--- config.mk ---
export PLATFORM = sky130hd
export DESIGN_NAME = ts_pcr_bitrate_estimator
export DESIGN_NICKNAME = d
export VERILOG_FILES = /design/src/tspcr_pkg.sv /design/src/ts_pcr_bitrate_estimator.sv
export SDC_FILE = /design/constraint.sdc
export NUM_CORES = 2
export LEC_CHECK = 0
export BUFFER_PORTS_ARGS = -buffer_cell sky130_fd_sc_hd__buf_2
export CAP_MARGIN = 20
export CORE_MARGIN = 3
export CORE_UTILIZATION = 55
export CTS_CLUSTER_SIZE = 8
export DETAILED_ROUTE_END_ITERATION = 8
export PLACE_DENSITY = 0.73
export SLEW_MARGIN = 30
export SYNTH_ARGS = -nofsm -noshare
export SYNTH_HDL_FRONTEND = slang
export SYNTH_SLANG_ARGS = --single-unit
--- constraint.sdc ---
create_clock -name clk -period 8.9 [get_ports clk]
set_input_delay 1.335 -clock clk [delete_from_list [all_inputs] [get_ports clk]]
set_output_delay 1.335 -clock clk [all_outputs]
set_load 0.05 [all_outputs]
--- src/tspcr_pkg.sv ---
`timescale 1ns / 1ps
// Package for the transport-stream PCR bitrate estimator.
// Holds header constants, result codes and datapath widths; no dependencies.
package tspcr_pkg;

    // Packet header decoding
    localparam logic [7:0]  TS_SYNC       = 8'h47;
    localparam logic [7:0]  PCR_FLAG      = 8'h10;
    localparam logic [7:0]  MIN_ADAPT_LEN = 8'd7;
    localparam logic [15:0] PID_MASK      = 16'h1fff;
    localparam logic [47:0] PCR_EXT_MASK  = 48'h0000_0000_01ff;

    // PCR base ticks (90 kHz) to 27 MHz ticks, and bits in one 188-byte packet
    localparam int PCR_EXT_SCALE      = 300;
    localparam int TS_BITS_PER_PACKET = 188 * 8;

    // Datapath widths
    localparam int PID_W   = 13;
    localparam int PCR_W   = 42;
    localparam int CLK_W   = 27;
    localparam int A_W     = 38;          // pcr_clock_hz * 1504
    localparam int ALU_W   = PCR_W + 1;   // shared add/subtract unit
    localparam int RATE_W  = 48;
    localparam int SLIM_W  = 10;
    localparam int DEFR_W  = 32;

    // Reset values of the configuration registers
    localparam logic [DEFR_W-1:0] DEFAULT_BITRATE_RST = 32'd26970350;
    localparam logic [SLIM_W-1:0] SEARCH_LIMIT_RST    = 10'd100;
    localparam logic [CLK_W-1:0]  PCR_CLOCK_HZ_RST    = 27'd27000000;

    // Request kinds on the input side
    typedef enum logic [1:0] {
        REQ_HEADER    = 2'd0,
        REQ_END       = 2'd1,
        REQ_TRUNCATED = 2'd2,
        REQ_UNKNOWN   = 2'd3
    } req_t;

    // Result status codes
    typedef enum logic [1:0] {
        ST_MEASURED   = 2'd0,
        ST_DEFAULT    = 2'd1,
        ST_NOT_STREAM = 2'd2,
        ST_ZERO_RATE  = 2'd3
    } status_t;

    // Configuration register indexes
    localparam logic [1:0] CFG_DEFAULT_BITRATE = 2'd0;
    localparam logic [1:0] CFG_SEARCH_LIMIT    = 2'd1;
    localparam logic [1:0] CFG_PCR_CLOCK_HZ    = 2'd2;

endpackage

--- src/ts_pcr_bitrate_estimator.sv ---
`timescale 1ns / 1ps
// Transport-stream PCR bitrate estimator, top level.
// Depends on tspcr_pkg for constants, widths and codes.
//
// The block takes one packet header per transfer and looks for two PCRs on
// the same PID; from the pair it reports pcr_clock_hz * 1504 * packets /
// PCR increase, saturated to 48 bits, and then restarts its search. End of
// stream or hitting search_limit reports default_bitrate, a truncated packet
// or a PCR that does not advance reports "not a stream", and a zero quotient
// reports an error. Only one item is in work at a time: s_tready is high
// while the sequencer is idle. A plain header passes through S_DECODE back
// to S_IDLE; a PCR that opens a pair or sits on another PID also passes
// through S_PCR, a request that is decided at once through S_EMIT, and a PCR
// that does not advance through S_PCR, S_DELTA and S_EMIT. For the closing
// PCR of a pair, one shared 43-bit add/subtract unit runs a shift-add multiply
// (COUNT_WIDTH steps) followed by a restoring divide (38 + COUNT_WIDTH
// steps), one bit per cycle. A finished result sits in an output register,
// so the next header is taken while it waits for m_tready; a further result
// holds the sequencer until that register is free. Configuration writes are
// always accepted; write them only while the block is idle.
module ts_pcr_bitrate_estimator
    import tspcr_pkg::*;
#(
    parameter int COUNT_WIDTH = 32
)
(
    input  logic        clk,
    input  logic        rst_n,

    input  logic        s_tvalid,
    output logic        s_tready,
    // [7:0] sync_byte, [23:8] pid_bytes, [31:24] control_byte,
    // [39:32] adapt_length, [47:40] adapt_flags, [95:48] pcr_bytes
    input  logic [95:0] s_tdata,
    // [1:0] req_type
    input  logic [1:0]  s_tuser,

    output logic        m_tvalid,
    input  logic        m_tready,
    // [47:0] bitrate, [60:48] pcr_pid, [63:61] zero
    output logic [63:0] m_tdata,
    // [1:0] status
    output logic [1:0]  m_tuser,

    input  logic        cfg_valid,
    output logic        cfg_ready,
    input  logic [1:0]  cfg_index,
    input  logic [31:0] cfg_data
);

    localparam int PW    = A_W + COUNT_WIDTH;   // product / quotient width
    localparam int CNT_W = $clog2(PW);

    typedef enum logic [2:0] {
        S_IDLE,
        S_DECODE,
        S_PCR,
        S_DELTA,
        S_MUL,
        S_DIV,
        S_FINISH,
        S_EMIT
    } state_t;

    state_t state_reg;

    // Configuration
    logic [DEFR_W-1:0] default_bitrate_reg;
    logic [SLIM_W-1:0] search_limit_reg;
    logic [CLK_W-1:0]  pcr_clock_hz_reg;

    // Captured header
    logic [1:0]  in_req_reg;
    logic [7:0]  in_sync_reg;
    logic [15:0] in_pid_reg;
    logic [7:0]  in_ctrl_reg;
    logic [7:0]  in_alen_reg;
    logic [7:0]  in_flags_reg;
    logic [47:0] in_pcr_reg;

    // Search state
    logic                   phase_reg;
    logic [COUNT_WIDTH-1:0] packet_count_reg;
    logic [COUNT_WIDTH-1:0] first_index_reg;
    logic [PCR_W-1:0]       first_pcr_reg;
    logic [PID_W-1:0]       first_pid_reg;
    logic [SLIM_W-1:0]      search_count_reg;

    // Arithmetic datapath
    logic [PCR_W-1:0] pcr_reg;
    logic [PCR_W-1:0] d_reg;
    logic [A_W-1:0]   mcand_reg;
    logic [PW-1:0]    prod_reg;
    logic [PCR_W-1:0] rem_reg;
    logic [CNT_W-1:0] cnt_reg;

    // Pending result and output register
    logic [1:0]        res_status_reg;
    logic [RATE_W-1:0] res_rate_reg;
    logic [PID_W-1:0]  res_pid_reg;
    logic              out_valid_reg;
    logic [1:0]        out_status_reg;
    logic [RATE_W-1:0] out_rate_reg;
    logic [PID_W-1:0]  out_pid_reg;

    // Header decode
    logic              has_pcr;
    logic [PID_W-1:0]  in_pid;
    logic [PCR_W-1:0]  pcr_calc;
    logic [SLIM_W-1:0] search_inc;
    logic [A_W-1:0]    a_calc;
    logic [COUNT_WIDTH-1:0] packets;

    assign in_pid  = PID_W'(in_pid_reg & PID_MASK);
    assign has_pcr = (in_sync_reg == TS_SYNC) && in_ctrl_reg[5]
                  && (in_alen_reg >= MIN_ADAPT_LEN)
                  && ((in_flags_reg & PCR_FLAG) != 8'd0);
    // base * 300 + extension, kept to 42 bits
    assign pcr_calc = PCR_W'(in_pcr_reg[47:15]) * PCR_W'(PCR_EXT_SCALE)
                    + PCR_W'(in_pcr_reg & PCR_EXT_MASK);
    assign search_inc = search_count_reg + SLIM_W'(1);
    assign a_calc     = A_W'(pcr_clock_hz_reg) * A_W'(TS_BITS_PER_PACKET);
    assign packets    = packet_count_reg - first_index_reg;

    // Shared add/subtract unit; the top bit is the carry (x >= y when subtracting)
    logic [ALU_W-1:0] alu_x;
    logic [ALU_W-1:0] alu_y;
    logic             alu_sub;
    logic [ALU_W:0]   alu_sum;

    always_comb
    begin
        alu_x   = '0;
        alu_y   = '0;
        alu_sub = 1'b0;
        case (state_reg)
            S_DELTA:
            begin
                alu_x   = {1'b0, pcr_reg};
                alu_y   = {1'b0, first_pcr_reg};
                alu_sub = 1'b1;
            end
            S_MUL:
            begin
                alu_x = ALU_W'(prod_reg[PW-1:COUNT_WIDTH]);
                alu_y = ALU_W'(mcand_reg);
            end
            S_DIV:
            begin
                alu_x   = {rem_reg, prod_reg[PW-1]};
                alu_y   = {1'b0, d_reg};
                alu_sub = 1'b1;
            end
            default:
            begin
                alu_x = '0;
            end
        endcase
    end

    assign alu_sum = {1'b0, alu_x} + {1'b0, (alu_sub ? ~alu_y : alu_y)}
                   + {{ALU_W{1'b0}}, alu_sub};

    logic             alu_ge;
    logic [PCR_W-1:0] alu_diff;
    logic [A_W:0]     mul_upper;
    logic             quo_over;
    logic             quo_zero;
    logic             emit_go;

    assign alu_ge    = alu_sum[ALU_W];
    assign alu_diff  = alu_sum[PCR_W-1:0];
    assign mul_upper = prod_reg[0] ? alu_sum[A_W:0] : {1'b0, prod_reg[PW-1:COUNT_WIDTH]};
    assign quo_over  = |prod_reg[PW-1:RATE_W];
    assign quo_zero  = (prod_reg == '0);
    // The pending result moves into a free or draining output register
    assign emit_go   = (state_reg == S_EMIT) && (!out_valid_reg || m_tready);

    assign s_tready  = (state_reg == S_IDLE);
    assign cfg_ready = 1'b1;
    assign m_tvalid  = out_valid_reg;
    assign m_tuser   = out_status_reg;
    assign m_tdata   = {3'b000, out_pid_reg, out_rate_reg};

    always_ff @(posedge clk or negedge rst_n)
    begin
        if (!rst_n)
        begin
            state_reg           <= S_IDLE;
            default_bitrate_reg <= DEFAULT_BITRATE_RST;
            search_limit_reg    <= SEARCH_LIMIT_RST;
            pcr_clock_hz_reg    <= PCR_CLOCK_HZ_RST;
            in_req_reg          <= '0;
            in_sync_reg         <= '0;
            in_pid_reg          <= '0;
            in_ctrl_reg         <= '0;
            in_alen_reg         <= '0;
            in_flags_reg        <= '0;
            in_pcr_reg          <= '0;
            phase_reg           <= 1'b0;
            packet_count_reg    <= '0;
            first_index_reg     <= '0;
            first_pcr_reg       <= '0;
            first_pid_reg       <= '0;
            search_count_reg    <= '0;
            pcr_reg             <= '0;
            d_reg               <= '0;
            mcand_reg           <= '0;
            prod_reg            <= '0;
            rem_reg             <= '0;
            cnt_reg             <= '0;
            res_status_reg      <= '0;
            res_rate_reg        <= '0;
            res_pid_reg         <= '0;
            out_valid_reg       <= 1'b0;
            out_status_reg      <= '0;
            out_rate_reg        <= '0;
            out_pid_reg         <= '0;
        end
        else
        begin
            if (cfg_valid && cfg_ready)
            begin
                case (cfg_index)
                    CFG_DEFAULT_BITRATE: default_bitrate_reg <= cfg_data;
                    CFG_SEARCH_LIMIT:    search_limit_reg    <= cfg_data[SLIM_W-1:0];
                    CFG_PCR_CLOCK_HZ:    pcr_clock_hz_reg    <= cfg_data[CLK_W-1:0];
                    default:             ;
                endcase
            end

            // Drop the output once it has been taken, unless a new one replaces it
            if (out_valid_reg && m_tready && !emit_go)
            begin
                out_valid_reg <= 1'b0;
            end

            case (state_reg)
                S_IDLE:
                begin
                    if (s_tvalid)
                    begin
                        in_req_reg   <= s_tuser;
                        in_sync_reg  <= s_tdata[7:0];
                        in_pid_reg   <= s_tdata[23:8];
                        in_ctrl_reg  <= s_tdata[31:24];
                        in_alen_reg  <= s_tdata[39:32];
                        in_flags_reg <= s_tdata[47:40];
                        in_pcr_reg   <= s_tdata[95:48];
                        state_reg    <= S_DECODE;
                    end
                end

                S_DECODE:
                begin
                    case (in_req_reg)
                        REQ_END:
                        begin
                            res_status_reg <= ST_DEFAULT;
                            res_rate_reg   <= RATE_W'(default_bitrate_reg);
                            res_pid_reg    <= '0;
                            state_reg      <= S_EMIT;
                        end
                        REQ_TRUNCATED:
                        begin
                            res_status_reg <= ST_NOT_STREAM;
                            res_rate_reg   <= '0;
                            res_pid_reg    <= '0;
                            state_reg      <= S_EMIT;
                        end
                        REQ_HEADER:
                        begin
                            packet_count_reg <= packet_count_reg + COUNT_WIDTH'(1);
                            if (!has_pcr)
                            begin
                                search_count_reg <= search_inc;
                                if (search_inc >= search_limit_reg)
                                begin
                                    res_status_reg <= ST_DEFAULT;
                                    res_rate_reg   <= RATE_W'(default_bitrate_reg);
                                    res_pid_reg    <= '0;
                                    state_reg      <= S_EMIT;
                                end
                                else
                                begin
                                    state_reg <= S_IDLE;
                                end
                            end
                            else
                            begin
                                search_count_reg <= '0;
                                state_reg        <= S_PCR;
                            end
                        end
                        default:
                        begin
                            state_reg <= S_IDLE;
                        end
                    endcase
                end

                S_PCR:
                begin
                    pcr_reg <= pcr_calc;
                    if (!phase_reg)
                    begin
                        // First PCR: hold it and its position
                        phase_reg       <= 1'b1;
                        first_pcr_reg   <= pcr_calc;
                        first_pid_reg   <= in_pid;
                        first_index_reg <= packet_count_reg;
                        state_reg       <= S_IDLE;
                    end
                    else if (in_pid != first_pid_reg)
                    begin
                        state_reg <= S_IDLE;
                    end
                    else
                    begin
                        state_reg <= S_DELTA;
                    end
                end

                S_DELTA:
                begin
                    if (!alu_ge || (alu_diff == '0))
                    begin
                        res_status_reg <= ST_NOT_STREAM;
                        res_rate_reg   <= '0;
                        res_pid_reg    <= '0;
                        state_reg      <= S_EMIT;
                    end
                    else
                    begin
                        d_reg     <= alu_diff;
                        mcand_reg <= a_calc;
                        prod_reg  <= PW'(packets);
                        cnt_reg   <= CNT_W'(COUNT_WIDTH - 1);
                        state_reg <= S_MUL;
                    end
                end

                S_MUL:
                begin
                    // Shift-add multiply, multiplier bits leave at the bottom
                    prod_reg <= {mul_upper, prod_reg[COUNT_WIDTH-1:1]};
                    if (cnt_reg == '0)
                    begin
                        cnt_reg   <= CNT_W'(PW - 1);
                        rem_reg   <= '0;
                        state_reg <= S_DIV;
                    end
                    else
                    begin
                        cnt_reg <= cnt_reg - CNT_W'(1);
                    end
                end

                S_DIV:
                begin
                    // Restoring divide, quotient bits shift in at the bottom
                    rem_reg  <= alu_ge ? alu_diff : {rem_reg[PCR_W-2:0], prod_reg[PW-1]};
                    prod_reg <= {prod_reg[PW-2:0], alu_ge};
                    if (cnt_reg == '0)
                    begin
                        state_reg <= S_FINISH;
                    end
                    else
                    begin
                        cnt_reg <= cnt_reg - CNT_W'(1);
                    end
                end

                S_FINISH:
                begin
                    if (quo_zero)
                    begin
                        res_status_reg <= ST_ZERO_RATE;
                        res_rate_reg   <= '0;
                        res_pid_reg    <= '0;
                    end
                    else
                    begin
                        res_status_reg <= ST_MEASURED;
                        res_rate_reg   <= quo_over ? {RATE_W{1'b1}} : prod_reg[RATE_W-1:0];
                        res_pid_reg    <= first_pid_reg;
                    end
                    state_reg <= S_EMIT;
                end

                S_EMIT:
                begin
                    // Advance once the output register is free
                    if (emit_go)
                    begin
                        out_valid_reg    <= 1'b1;
                        out_status_reg   <= res_status_reg;
                        out_rate_reg     <= res_rate_reg;
                        out_pid_reg      <= res_pid_reg;
                        state_reg        <= S_IDLE;
                    end
                end

                default:
                begin
                    state_reg <= S_IDLE;
                end
            endcase

            // Restart the search once a result moves into the output register
            if (emit_go)
            begin
                phase_reg        <= 1'b0;
                packet_count_reg <= '0;
                first_index_reg  <= '0;
                first_pcr_reg    <= '0;
                first_pid_reg    <= '0;
                search_count_reg <= '0;
            end
        end
    end

    // A measured result is never zero
    a_measured_nonzero: assert property (@(posedge clk) disable iff (!rst_n)
        (out_valid_reg && (out_status_reg == ST_MEASURED)) |-> (out_rate_reg != '0))
        else $error("measured bitrate is zero");

    // Only a measured result names a PID
    a_pid_only_measured: assert property (@(posedge clk) disable iff (!rst_n)
        (out_valid_reg && (out_status_reg != ST_MEASURED)) |-> (out_pid_reg == '0))
        else $error("non-measured result carries a PID");

    // The divider never runs with a zero divisor
    a_div_nonzero: assert property (@(posedge clk) disable iff (!rst_n)
        (state_reg == S_DIV) |-> (d_reg != '0))
        else $error("divide by zero");

    // While searching the first PCR no first-PCR state is held
    a_phase_clean: assert property (@(posedge clk) disable iff (!rst_n)
        !phase_reg |-> ((first_pcr_reg == '0) && (first_pid_reg == '0)
                        && (first_index_reg == '0)))
        else $error("stale first PCR state");

    // A result is loaded only into a free or draining output register
    a_no_overwrite: assert property (@(posedge clk) disable iff (!rst_n)
        (out_valid_reg && !m_tready) |=> (out_valid_reg && $stable(out_rate_reg)))
        else $error("pending result overwritten");

endmodule
==> results.toml <==
[run_status]
status = "complete, no violations"

[clocking]
max-clock-path-buffers = 3
cts_root_buf = "clkbuf_16"
cts_setup_buffers = 0
clkTransAtPathRegs_ps = 50
clkLatencyLatePin_ps = 670
ctsHoldBuffers = 0
htree_levels = 3
cts_resized = 0
cts_tree = "yes"
numCtsBuffers = 90
numClockSinks = 640

[die]
pin_count = 206
dieArea_um2 = 79530
die_h_um = 282.0
coreArea_um2 = 74950
dieWidth_um = 282.0
rows = 100
start_util_pct = 55.90

[setup_path]
slowest_delay_ps = 900
r2r_setup_slack_ps = 1310
worstSetupPathType = "flip-flop to flip-flop"
crit_required_ps = 9450
crit_fanout = 56
end_kind = "flip-flop"
crit_arrival_ps = 8140
crit_chain = "buf_4, mux2i_1, o22ai_1, ha_1, and2_1, nand3_1, o21ai_0, o21a_1, o21ai_1, a211oi_1, o21ai_0, a2111oi_1, and4bb_1, a21oi_2, buf_4, a21oi_4, buf_12, mux2_2"
reg2reg_to = "res_rate_reg[5]"
reg2reg_from = "state_reg[0]"
cp_slowest_cell = "dfrtp_4"
rr_worst_depth = 18
timing.critical_path.from_type = "flip-flop"

[layout]
syn2layout_area_growth_pct = 10.45
drive_above_1_share_pct = 14.01
n_fill_cell = 6193
largest_reg_flops = 70
final_nets = 4889

[sta]
whs_ps = 475.4
worstMarginPinSlew_ps = 992.8
clock.fmax_ghz = 0.1318
slew_viol_final = 0
finalHoldViolCount = 0
rsz0062_at_grt = "false"
fin_crit_ps = 7586
skew_ps = 51.14
final.period_utilization_pct = 85.24
final.setup.tns_ps = 0
setup_viol = 0
slew_headroom_pct = 33.58

[drt]
wl_um = 109700
drcViolationCount = 0
vias = 32649
final_antenna_net_count = 0
wire_per_inst_um = 20.53
drt_pass1_iterations = 8
drtIter0Drc = 2594
via_per_inst = 6.108

[grt]
grt_pass1_wl_um = 175600
grt_start_max_net_pins = 175
grt_pass1_vias = 31958
track_usage_pct = 27.62
grt_antenna_before_repair = 4
grt-ovfl-total = 0

[flow_run]
max_cap_violations = 0

[yosys]
ys.flop_type = "dfrtp_1"
synth.cell_area_um2 = 41900
synth_cell_types = 91
synth_cells = 4245
synth.avg_cell_area_um2 = 9.870
ys_warn_count = 0
yosysSeqAreaShare_pct = 38.32
yosys_register_bits = 640
synth_edf_count = 0
synth-async-reset-ratio_pct = 100.0

[min_path]
min_delay_path_depth = 2
min_to = "pcr_reg[4]"
min-delay-start = "pcr_reg[4]"
hold_path.class = "flip-flop to flip-flop"

[placement]
hpwl_um = 79670
portBuffers = 178
gp_congestion = 0.9719
-- layer usage --
metal / vias up / routed length, um / part of all wire, % / track usage, %
li1: 15267 / - / - / -
met1: 16154 / 49970 / 46 / 40.00
met2: 1037 / 49150 / 45 / 42.80
met3: 185 / 7762 / 7.1 / 5.101
met4: 6 / 2796 / 2.5 / 7.503
met5: - / 34 / 0.031 / 0
-- Yosys cell counts (13+ instances only) --
cell      number  area, um^2
dfrtp_1      609       15240
nand2_1      414        1554
o21ai_0      374        1872
inv_1        350        1314
ha_1         273        3416
mux2_2       213        2399
nor2_1       193       724.4
clkbuf_1     163       611.8
a21oi_1      157       785.8
mux2i_1      146        1461
fa_1         134        2683
xnor2_1      115        1007
nand3_1       86       430.4
a22o_1        77       674.4
xor2_1        70       613.1
mux2_1        52       585.6
nor3_1        51       255.2
a21o_1        49       367.9
a221oi_1      45       394.1
o22ai_1       45       281.5
a221o_1       41       410.4
o21a_1        34       255.2
nand4_1       33       206.5
dfstp_2       31       814.5
nor4_1        28       175.2
and2_1        26       162.7
buf_2         26       130.1
nor2b_1       26       162.7
or3_1         26       162.7
a211oi_1      25       187.7
and3_1        24       150.1
buf_1         20       75.07
o21bai_1      19       142.6
a31oi_1       18       112.6
nand2b_1      17       106.4
o31ai_1       16       120.1
o211ai_1      15       112.6
and4_1        13       113.9
o221ai_1      13       113.9
-- through the flow --
step | instances | utilization (%) | setup slack [ps] | area [um^2]
after floorplan | 4247 | - | 3382 | 41910
after global placement | 5219 | 58.23 | 1423 | 43640
after detailed placement | 5221 | 58.28 | 1367 | 43680
after CTS | 5343 | 61.69 | 1325 | 46240
after global routing | 5344 | 61.74 | 994.5 | 46280
final | 5345 | 61.75 | 1314 | 46280
-- kinds of logic after synthesis --
family                   count (synthesis)  synth area share, %
other                                    2              0.01792
AO/OA/AOI/OAI                         1034                16.21
buffers and inverters                  571                5.283
adder cells (fa/ha/maj)                407                14.55
XOR/XNOR                               185                3.867
AND/OR/NAND/NOR                        995                11.14
multiplexers                           411                10.61
flip-flops                             640                38.32
-- cells in the final DEF (no fill, tap or decap), types with 52 or more instances in the layout --
master	count
xnor2_1	115
mux2_1	52
nand3_1	86
nand2_1	412
clkbuf_16	90
a22o_1	77
inv_1	350
nor2_1	191
ha_1	273
dfrtp_1	607
fa_1	134
mux2i_1	146
o21ai_0	374
buf_2	178
mux2_2	213
a21oi_1	155
xor2_1	70
-- area by class of cell --
class	count	area [um^2]	share of cell area, %
repair buffers	227	1398	3.020
well taps	969	1212	2.620
clock buffers	115	2366	5.113
diodes	1	2.502	0.005407
clock inverters	7	196.4	0.4245
inverters	350	1314	2.839
multi-input cells	3036	23730	51.28
flip-flops and latches	640	16060	34.70
-- worst max-delay path by stage --
stage               cells after the start               end          from  slack (ps)
global placement                       18   res_rate_reg[9]  state_reg[0]        1420
detailed placement                     18   res_rate_reg[6]  state_reg[0]        1370
finish                                 18   res_rate_reg[5]  state_reg[0]        1310
floorplan                              22         d_reg[39]  state_reg[0]        3380
CTS                                    18   res_rate_reg[0]  state_reg[0]        1320
global route                           18  res_rate_reg[30]  state_reg[0]         990
-- critical path: cells and delay by family, from the launching register on --
kind / cells / cell delay, ps
flip-flops: 1 / 900
multiplexers: 2 / 700
buffers and inverters: 3 / 1340
AO/OA/AOI/OAI: 9 / 3150
AND/OR/NAND/NOR: 3 / 770
adder cells (fa/ha/maj): 1 / 470
Power is left out: the tool's default activity adds up to more than one toggle a clock period on the data nets, which glitch-free logic cannot reach.
